$ cat src/gles_pkg.sv
`default_nettype none
// ----------------------------------------------------------------------------
// gles_pkg
// Shared constants, codes and interface types of the gate-level event
// simulator: table geometry, command and logic codes, gate types and the
// structs that pass between the sequencer and the table store.
// ----------------------------------------------------------------------------
package gles_pkg;

    localparam int NUM_GATES  = 1024;
    localparam int NUM_EDGES  = 4096;
    localparam int MAX_FANOUT = 16;

    localparam int GATE_AW  = $clog2(NUM_GATES);
    localparam int OFF_AW   = $clog2(NUM_GATES + 1);
    localparam int EDGE_AW  = $clog2(NUM_EDGES);
    localparam int GSTATE_W = 26;
    localparam int OFF_W    = 13;
    localparam int EDGE_W   = 11;
    localparam int DELAY_W  = 16;
    localparam int CNT_W    = $clog2(MAX_FANOUT + 1);

    typedef enum logic [1:0] {
        CMD_EVENT     = 2'd0,
        CMD_WR_GATE   = 2'd1,
        CMD_WR_OFFSET = 2'd2,
        CMD_WR_EDGE   = 2'd3
    } cmd_t;

    localparam logic [1:0] LV_0    = 2'd0;
    localparam logic [1:0] LV_1    = 2'd1;
    localparam logic [1:0] LOGIC_X = 2'd2;
    localparam logic [1:0] LOGIC_Z = 2'd3;

    typedef enum logic [2:0] {
        GT_BUF  = 3'd0,
        GT_INV  = 3'd1,
        GT_NAND = 3'd2,
        GT_NOR  = 3'd3,
        GT_AND  = 3'd4,
        GT_OR   = 3'd5,
        GT_XOR  = 3'd6,
        GT_XNOR = 3'd7
    } gate_type_t;

    typedef struct packed {
        logic                gate_we;
        logic [GATE_AW-1:0]  gate_waddr;
        logic [GSTATE_W-1:0] gate_wdata;
        logic                gate_re;
        logic [GATE_AW-1:0]  gate_raddr;
        logic                off_we;
        logic [OFF_AW-1:0]   off_waddr;
        logic [OFF_W-1:0]    off_wdata;
        logic                off_re;
        logic [OFF_AW-1:0]   off_raddr;
        logic                edge_we;
        logic [EDGE_AW-1:0]  edge_waddr;
        logic [EDGE_W-1:0]   edge_wdata;
        logic                edge_re;
        logic [EDGE_AW-1:0]  edge_raddr;
    } tbl_ctrl_t;

    typedef struct packed {
        logic [GSTATE_W-1:0] gate_word;
        logic [OFF_W-1:0]    off_start;
        logic [OFF_W-1:0]    off_end;
        logic [EDGE_W-1:0]   edge_word;
    } tbl_rd_t;

endpackage
`default_nettype wire

$ cat src/gles_alu.sv
`default_nettype none
// ----------------------------------------------------------------------------
// gles_alu
// Shared 32-bit adder with a compare of the sum against a limit. The
// sequencer uses it for the event time and for stepping the edge index.
// ----------------------------------------------------------------------------
module gles_alu (
    input  wire  [31:0] a,
    input  wire  [31:0] b,
    input  wire  [31:0] limit,
    output logic [31:0] sum,
    output logic        reached
);
    import gles_pkg::*;

    assign sum     = a + b;
    assign reached = (sum >= limit);

endmodule
`default_nettype wire

$ cat config.mk
export PLATFORM = sky130hd
export DESIGN_NAME = gles_alu
export DESIGN_NICKNAME = d
export VERILOG_FILES = /design/src/gles_pkg.sv /design/src/gles_alu.sv
export SDC_FILE = /design/constraint.sdc
export NUM_CORES = 1
export LEC_CHECK = 0
export ABC_AREA = 1
export BUFFER_PORTS_ARGS = -buffer_cell sky130_fd_sc_hd__clkbuf_2
export CAP_MARGIN = 5
export CORE_MARGIN = 4
export CORE_UTILIZATION = 52
export DETAILED_ROUTE_END_ITERATION = 16
export GPL_ROUTABILITY_DRIVEN = 0
export PLACE_DENSITY = 0.92
export SYNTH_ARGS = -nofsm -noshare
export SYNTH_HDL_FRONTEND = slang
export SYNTH_SLANG_ARGS = --single-unit
$ cat constraint.sdc
create_clock -name vclk -period 2.8
set_input_delay 0.14 -clock vclk [all_inputs]
set_output_delay 0.14 -clock vclk [all_outputs]
set_load 0.01 [all_outputs]
==> results.md <==
- CP Class: input pin to primary output
- Hold buffers post-CTS: 0
- Area Overhead vs Synth: 26.5%
- Nets: 927
- Seq Cell Count: 0
- Core Area: 5990 um2
- Final Hold Violating Endpoints: 0
- Antenna Cells: 0
- Maximum capacitance violations: 0
- Fin crit share: 96.1%
- Initial antenna violation count: 0
- Worst slew pin tran: 268 ps
- Post-synthesis mux area share: 0%
- Area of the multi-input gates: 2790 um2
- Chip Width: 87.2 um
- Compound-gate portion of the synthesized area: 7.97%
- Static leakage: 2.89 nW
- CP arrival: 2550 ps
- Hold crit path type: input pin to primary output
- DP HPWL: 9090 um
- Post-route insts no fill: 840
- Crit-path cells: clkbuf_2 > ha_2 > inv_1 > fa_2 > inv_2 > nand3_1 > nand3_2 > nand2_1 > nand2_1 > nand2_1 > nand4_1 > nand2_1 > ha_1 > nand2_1 > nor2_2 > nand2_1 > nor2_1 > nand2_1 > nand2_1 > clkbuf_2
- Sequential area share after synthesis: 0%
- Synth Warn #: 0
- Die height: 87.2 um
- Kind of end point of the critical path: primary output
- Mapped Cells: 634
- Global-route wire length before repair: 16400 um
- Outcome: finished, final reports clean
- Port Buf Inserts: 129
- Post-Synth Adder-Cell Area: 24.8%
- CP max stage cell: fa_2
- Peak supply drop: 0.134 mV
- Final WS setup: 109 ps
- DP Worst Slack: -64.2 ps
- Power Dens Cells: 252 nW/um2
- Post-Synth XOR/XNOR Area: 4.02%
- Vias in the first global route: 4136
- Max Freq: 372 MHz
- Crit Path Max Fanout: 3
- Initial Util: 54.5%
- Via count: 4267
- Layout fillers: 516
- DR WL/cell: 12.1 um
- Min-Delay Endpoint: sum[0]
- Final-report max-slew violation count: 0
- Die ar.: 7610 um2
- Final core utilization: 68.9%
- Tmin final: 2690 ps
- Most frequent cells in the layout: nand2_1 (243), inv_1 (150), clkbuf_2 (129)
- Syn Nets: 794
- Crit path top cell by count: nand2_1
- Post-synth top area share: 28.3%
- Library cells used by synthesis: 23
- DRC: 0
- Placed Cells: 838
- Worst EP required: 2660 ps
- Rel. slew slack: 82.1%
- Area leader, netlist: nand2_1
- Post-Syn Area: 3260 um2
- Register Area: 0 um2
- Largest family of logic cells by synthesized area: simple AND/OR/NAND/NOR gates
- Hold path depth: 3
- Cell family with most CP delay: simple AND/OR/NAND/NOR gates
- Row Count: 28
- Startpoint Class: input pin
- Synth area leaders: nand2_1 (28%), ha_1 (24%), inv_1 (17%), nor2_1 (5.2%), a21oi_1 (5.1%)
- CP Buf/Inv Count: 4
- Fraction of layout cells with a size suffix above 1: 25.6%
- Min-delay src: b[0]
- Largest net degree at the start of global routing: 7
- Detail Route Antenna Nets: 0
- Commonest non-fill, non-tap cell in the layout: nand2_1
- Gr usage total: 25.4%
- Setup-failing EPs final: 0
- Top-Level Pins: 129
- Critical Path Max Stage Delay: 360 ps
- Gr ovfl total: 0
- Syn_area_per_cell: 5.15 um2
- Drt initial violations: 274
- Clock buffers: 0
- DR vias/cell: 5.08
- DRT Pass-1 Iters: 6
- Area share of and/or/nand/nor cells after synthesis: 45.2%
- DRT Wirelength: 10100 um
[metal layers]
metal,vias to the layer above,share of wire [%],track usage [%]
li1,2178,-,-
met1,1853,41,31.3
met2,210,48,46.9
met3,26,8.0,1.70
met4,0,2.3,7.53
met5,-,0,0
[final cells by class]
type / count / area share [%]
timing repair buffer: 131 / 16.0
inverter: 157 / 14.3
tap: 75 / 2.27
multi-input combinational: 477 / 67.5
[where the power goes]
part	internal [mW]	switching, mW
Clock	0	0
Sequential	0	0
Combinational	0.407	0.632
[Yosys cell counts]
master      n
nand2_1   246
inv_1     151
ha_1       63
nor2_1     45
a21oi_1    33
nand3_1    26
nand2_2    15
xor2_1     13
nand4_1     7
inv_2       6
nand3_2     5
o21ai_0     4
a21oi_2     3
nor2_2      3
nor3_2      3
o21bai_1    3
xnor2_1     2
a21o_1      1
fa_1        1
nand2_4     1
nor3_1      1
o21a_1      1
o21bai_2    1
[worst max-delay path by stage]
stage          start      end  slack (ps)  cells past startpoint
5_1_grt         a[9]  reached         -20                     20
4_1_cts         a[0]  reached          30                     20
3_5_place_dp    a[0]  reached         -60                     20
3_3_place_gp    a[0]  reached          20                     20
2_1_floorplan   a[0]  reached         480                     16
6_report        a[0]  reached         110                     20
[repair_timing]
item,CTS,global route
setup endpoints to repair,1,1
pin swaps,0,1
gates resized for setup,2,28
cloned,0,0
buffers inserted,0,2
[cell families after synthesis]
| group | count (synthesis) |
|---|---|
| AO/OA/AOI/OAI | 46 |
| AND/OR/NAND/NOR | 352 |
| XOR/XNOR | 15 |
| adder cells (fa/ha/maj) | 64 |
| buffers and inverters | 157 |
[stage by stage]
stage | cell area [um2] | power [mW] | setup TNS [ps] | hold slack, ps
finish | 4130 | 1.04 | 0 | 636
global route | 4130 | 1.17 | -21.0 | 658
CTS | 4010 | 0.990 | 0 | 613
detailed placement | 4000 | 0.983 | -64.2 | 612
global placement | 4000 | 0.945 | 0 | 610
floorplan | 3260 | 0.658 | 0 | 434
Note: power is estimated with default switching activity, not from simulation.
