File: src/gles_pkg.sv
`default_nettype none
// ----------------------------------------------------------------------------
// gles_pkg
// Shared constants, codes and interface types of the gate-level event
// simulator: table geometry, command and logic codes, gate types and the
// structs that pass between the sequencer and the table store.
// ----------------------------------------------------------------------------
package gles_pkg;

    localparam int NUM_GATES  = 1024;
    localparam int NUM_EDGES  = 4096;
    localparam int MAX_FANOUT = 16;

    localparam int GATE_AW  = $clog2(NUM_GATES);
    localparam int OFF_AW   = $clog2(NUM_GATES + 1);
    localparam int EDGE_AW  = $clog2(NUM_EDGES);
    localparam int GSTATE_W = 26;
    localparam int OFF_W    = 13;
    localparam int EDGE_W   = 11;
    localparam int DELAY_W  = 16;
    localparam int CNT_W    = $clog2(MAX_FANOUT + 1);

    typedef enum logic [1:0] {
        CMD_EVENT     = 2'd0,
        CMD_WR_GATE   = 2'd1,
        CMD_WR_OFFSET = 2'd2,
        CMD_WR_EDGE   = 2'd3
    } cmd_t;

    localparam logic [1:0] LV_0    = 2'd0;
    localparam logic [1:0] LV_1    = 2'd1;
    localparam logic [1:0] LOGIC_X = 2'd2;
    localparam logic [1:0] LOGIC_Z = 2'd3;

    typedef enum logic [2:0] {
        GT_BUF  = 3'd0,
        GT_INV  = 3'd1,
        GT_NAND = 3'd2,
        GT_NOR  = 3'd3,
        GT_AND  = 3'd4,
        GT_OR   = 3'd5,
        GT_XOR  = 3'd6,
        GT_XNOR = 3'd7
    } gate_type_t;

    typedef struct packed {
        logic                gate_we;
        logic [GATE_AW-1:0]  gate_waddr;
        logic [GSTATE_W-1:0] gate_wdata;
        logic                gate_re;
        logic [GATE_AW-1:0]  gate_raddr;
        logic                off_we;
        logic [OFF_AW-1:0]   off_waddr;
        logic [OFF_W-1:0]    off_wdata;
        logic                off_re;
        logic [OFF_AW-1:0]   off_raddr;
        logic                edge_we;
        logic [EDGE_AW-1:0]  edge_waddr;
        logic [EDGE_W-1:0]   edge_wdata;
        logic                edge_re;
        logic [EDGE_AW-1:0]  edge_raddr;
    } tbl_ctrl_t;

    typedef struct packed {
        logic [GSTATE_W-1:0] gate_word;
        logic [OFF_W-1:0]    off_start;
        logic [OFF_W-1:0]    off_end;
        logic [EDGE_W-1:0]   edge_word;
    } tbl_rd_t;

endpackage
`default_nettype wire

File: src/gles_eval.sv
`default_nettype none
// ----------------------------------------------------------------------------
// gles_eval
// Four-valued gate evaluation with X propagation. The two-input gates treat
// X and Z alike; a controlling input decides the output, otherwise X.
// ----------------------------------------------------------------------------
module gles_eval (
    input  wire  [1:0]                 in0,
    input  wire  [1:0]                 in1,
    input  wire gles_pkg::gate_type_t  gtype,
    output logic [1:0]                 y
);
    import gles_pkg::*;

    logic a0;
    logic a1;
    logic b0;
    logic b1;
    logic known;

    assign a0    = (in0 == LV_0);
    assign a1    = (in0 == LV_1);
    assign b0    = (in1 == LV_0);
    assign b1    = (in1 == LV_1);
    assign known = (a0 || a1) && (b0 || b1);

    always_comb
    begin
        y = LOGIC_X;
        unique case (gtype)
            GT_BUF:
            begin
                y = in0;
            end
            GT_INV:
            begin
                y = a0 ? LV_1 : (a1 ? LV_0 : in0);
            end
            GT_NAND:
            begin
                y = (a1 && b1) ? LV_0 : ((a0 || b0) ? LV_1 : LOGIC_X);
            end
            GT_NOR:
            begin
                y = (a1 || b1) ? LV_0 : ((a0 && b0) ? LV_1 : LOGIC_X);
            end
            GT_AND:
            begin
                y = (a1 && b1) ? LV_1 : ((a0 || b0) ? LV_0 : LOGIC_X);
            end
            GT_OR:
            begin
                y = (a1 || b1) ? LV_1 : ((a0 && b0) ? LV_0 : LOGIC_X);
            end
            GT_XOR:
            begin
                y = !known ? LOGIC_X : ((a1 != b1) ? LV_1 : LV_0);
            end
            GT_XNOR:
            begin
                y = !known ? LOGIC_X : ((a1 == b1) ? LV_1 : LV_0);
            end
            default:
            begin
                y = LOGIC_X;
            end
        endcase
    end

endmodule
`default_nettype wire

File: config.mk
export PLATFORM = sky130hd
export DESIGN_NAME = gles_eval
export DESIGN_NICKNAME = d
export VERILOG_FILES = /design/src/gles_pkg.sv /design/src/gles_eval.sv
export SDC_FILE = /design/constraint.sdc
export NUM_CORES = 1
export LEC_CHECK = 0
export BUFFER_PORTS_ARGS = -buffer_cell sky130_fd_sc_hd__buf_4
export CELL_PAD_IN_SITES_DETAIL_PLACEMENT = 1
export CELL_PAD_IN_SITES_GLOBAL_PLACEMENT = 1
export CORE_AREA = 5 5 42 44
export DETAILED_ROUTE_END_ITERATION = 6
export DIE_AREA = 0 0 47 49
export PLACE_DENSITY = 0.52
export SYNTH_ARGS = -nofsm -noshare
export SYNTH_HDL_FRONTEND = slang
export SYNTH_SLANG_ARGS = --single-unit
export TNS_END_PERCENT = 20
File: constraint.sdc
create_clock -name vclk -period 1.87
set_clock_uncertainty 0.2 [all_clocks]
set_input_delay 0.0935 -clock vclk [all_inputs]
set_output_delay 0.0935 -clock vclk [all_outputs]
set_load 0.05 [all_outputs]
==> out/qor.csv <==
stage,metric,value,unit
worst_hold_path,hold_depth,3,
timing,whs,0.340,ns
timing,fin_crit,1.77,ns
power_and_ir_drop,power,101,µW
timing,hold_viol_final,0,
synth,synth.distinct_cells,21,
floorplanning,core_area,1400,µm²
worst_setup_path,cp.arrival,1.47,ns
worst_setup_path,crit_chain,buf_4 > inv_1 > ha_2 > nor2b_4 > a211o_1 > a221oi_2 > a211oi_2 > buf_4,
timing,fin_crit_sh,94.4,%
power_and_ir_drop,power_frac_clock,0,%
cells_and_area,area_delta_synth_final,44.7,%
route,drt-total-wl,639,µm
timing,tightestPinTransition,0.247,ns
timing,timing.fmax,566,MHz
grt,overflow,0,
floorplanning,ios,9,
cells_and_area,multi_input_area,259,µm²
route,drtIter0Drc,1,
floorplanning,rows,14,
timing,finalWorstSetupSlack,0.104,ns
timing,rsz0062_at_grt,false,
route,num_vias,289,
grt,grt.total_usage,6.04,%
synth,synthCells,36,
place,place_congestion,0.642,
place,port_buffers,9,
cells_and_area,n_fill_cell,186,
status,status,completed,
worst_setup_path,path_buf_inv,3,
route,first_pass_iters,4,
synth,seq_area_frac_synth,0,%
cells_and_area,drive_gt1_share,40.4,%
route,via_per_inst,4.59,
cts,postCtsSetupBuffers,0,
timing,setup_viol,0,
worst_setup_path,critPathCapture,y[1],
floorplanning,dieArea,2300,µm²
synth,syn_avg_cell_area,7.23,µm²
worst_setup_path,cp_top_family,compound AO/OA/AOI/OAI gates,
worst_setup_path,cp.depth,8,
worst_hold_path,hold_class,input port to output port,
route,antenna_left,0,
grt,grt_pass1_wl,1.14,mm
power_and_ir_drop,p_switching,55.0,µW
worst_setup_path,crit_path_end_kind,output port,
power_and_ir_drop,vdd_ir_drop_max,96.4,µV
worst_setup_path,cpMaxStageDelayCell,a211o_1,
floorplanning,fp.dieW,47,µm
cells_and_area,n_clock_buffer,0,
grt,grt_max_degree,11,
worst_setup_path,crit_path_start_kind,input port,
power_and_ir_drop,p_per_area,269,nW/µm²
grt,antenna_found_initial,0,
cells_and_area,numSequentialCells,0,
place,dp_slack,0.0491,ns
route,wl_per_cell,10.1,µm
cells_and_area,ff_latch_area,0,µm²
cells_and_area,n_antenna_cell,0,
timing,max-slew-margin-rel,83.5,%
power_and_ir_drop,seq_power_share,0,%
power_and_ir_drop,p_sw_share,54.3,%
floorplanning,initial_core_util,18.6,%
synth,netlist_area,260,µm²
grt,grt_pass1_vias,261,
synth,yosysWarnings,0,
worst_setup_path,cpPeakStageDelay,0.32,ns
worst_setup_path,worst-setup-path-type,input port to output port,
timing,drv_slew,0,
place,hpwlAfterDp,573,µm
power_and_ir_drop,p_leak,0.000158,µW
floorplanning,die_height,49,µm
cts,ctsHoldBuffers,0,
synth,syn_nets,46,
worst_setup_path,cpMostUsedCell,buf_4,
worst_setup_path,worstPathRequired,1.58,ns
power_and_ir_drop,p_comb_share,100.0,%
run,max_cap_viol_count,0,
route,drc,0,
worst_setup_path,cp-startpoint,in0[1],
worst_setup_path,cp_max_fo,4,
power_and_ir_drop,p_int,46.3,µW
cells_and_area,nNetsFinal,59,
==> cells by family (layout without fill, tap and decap cells) <==
kind of cell / count (synthesis) / after routing / share of synthesized area [%]
compound gates: 11 / 11 / 31.7
simple gates: 17 / 17 / 39.9
buf+inv: 3 / 14 / 7.21
xor+xnor: 2 / 2 / 6.73
fa+ha+maj: 3 / 3 / 14.4
==> cell usage after synthesis, types with 2 or more instances <==
cell type / n / area [µm²]
nor3b_1: 2 / 15.0
nand2_1: 2 / 7.51
nor2_1: 6 / 22.5
a21oi_1: 2 / 10.0
xnor2_1: 2 / 17.5
a211oi_1: 2 / 15.0
ha_1: 3 / 37.5
nor2b_1: 3 / 18.8
inv_1: 2 / 7.51
==> per-layer routing <==
layer  GRT usage, %  vias to the layer above  routed length [µm]
li1               -                      152                   -
met1           10.2                      132                 314
met2           8.82                        5                 296
met3              0                        0                  28
met4              0                        0                   0
met5              0                        -                   0
==> power groups by stage <==
stage               Sequential [µW]  Clock [µW]  Combinational [µW]
detailed placement                0           0                 102
finish                            0           0                 101
global route                      0           0                 112
floorplan                         0           0                67.8
global placement                  0           0                 101
CTS                               0           0                 102
==> through the flow <==
| step | utilization [%] | instance area, µm² | instances | setup TNS, ns |
|---|---|---|---|---|
| after floorplan | - | 273 | 36 | -0.00165 |
| after global placement | 26.5 | 372 | 63 | 0 |
| after detailed placement | 26.5 | 372 | 63 | 0 |
| after CTS | 26.5 | 372 | 63 | 0 |
| after global routing | 26.9 | 377 | 63 | 0 |
| final | 26.9 | 377 | 63 | 0 |
==> layout make-up <==
cell class | instances | share of cell area, %
inverters | 2 | 1.99
multi-input cells | 33 | 68.8
well taps | 16 | 5.32
repair buffers | 12 | 23.9
==> repair_timing <==
action | 4_1_cts | 5_1_grt
endpoints found under the hold margin | 0 | 0
endpoints found under the setup margin | 0 | 1
gates resized for setup | 0 | 2
==> placed cells by master, fill, tap and decap left out, drive strengths merged <==
master,n
buf,12
nor2,6
nor2b,4
ha,3
inv,2
a21oi,2
nand2,2
xnor2,2
nor3b,2
a211oi,2
o21ai,2
o21a,1
nor3,1
nand2b,1
o311ai,1
o21bai,1
nor4b,1
a211o,1
a221oi,1
==> how the worst min path moves through the flow <==
stage	start	to	slack (ns)
after floorplan	gtype[1]	y[1]	0.16
after global placement	gtype[1]	y[1]	0.34
after detailed placement	gtype[1]	y[1]	0.34
after CTS	gtype[1]	y[1]	0.34
after global routing	gtype[1]	y[1]	0.36
final	gtype[1]	y[1]	0.34
No activity file was read; power rests on OpenSTA's default activity.
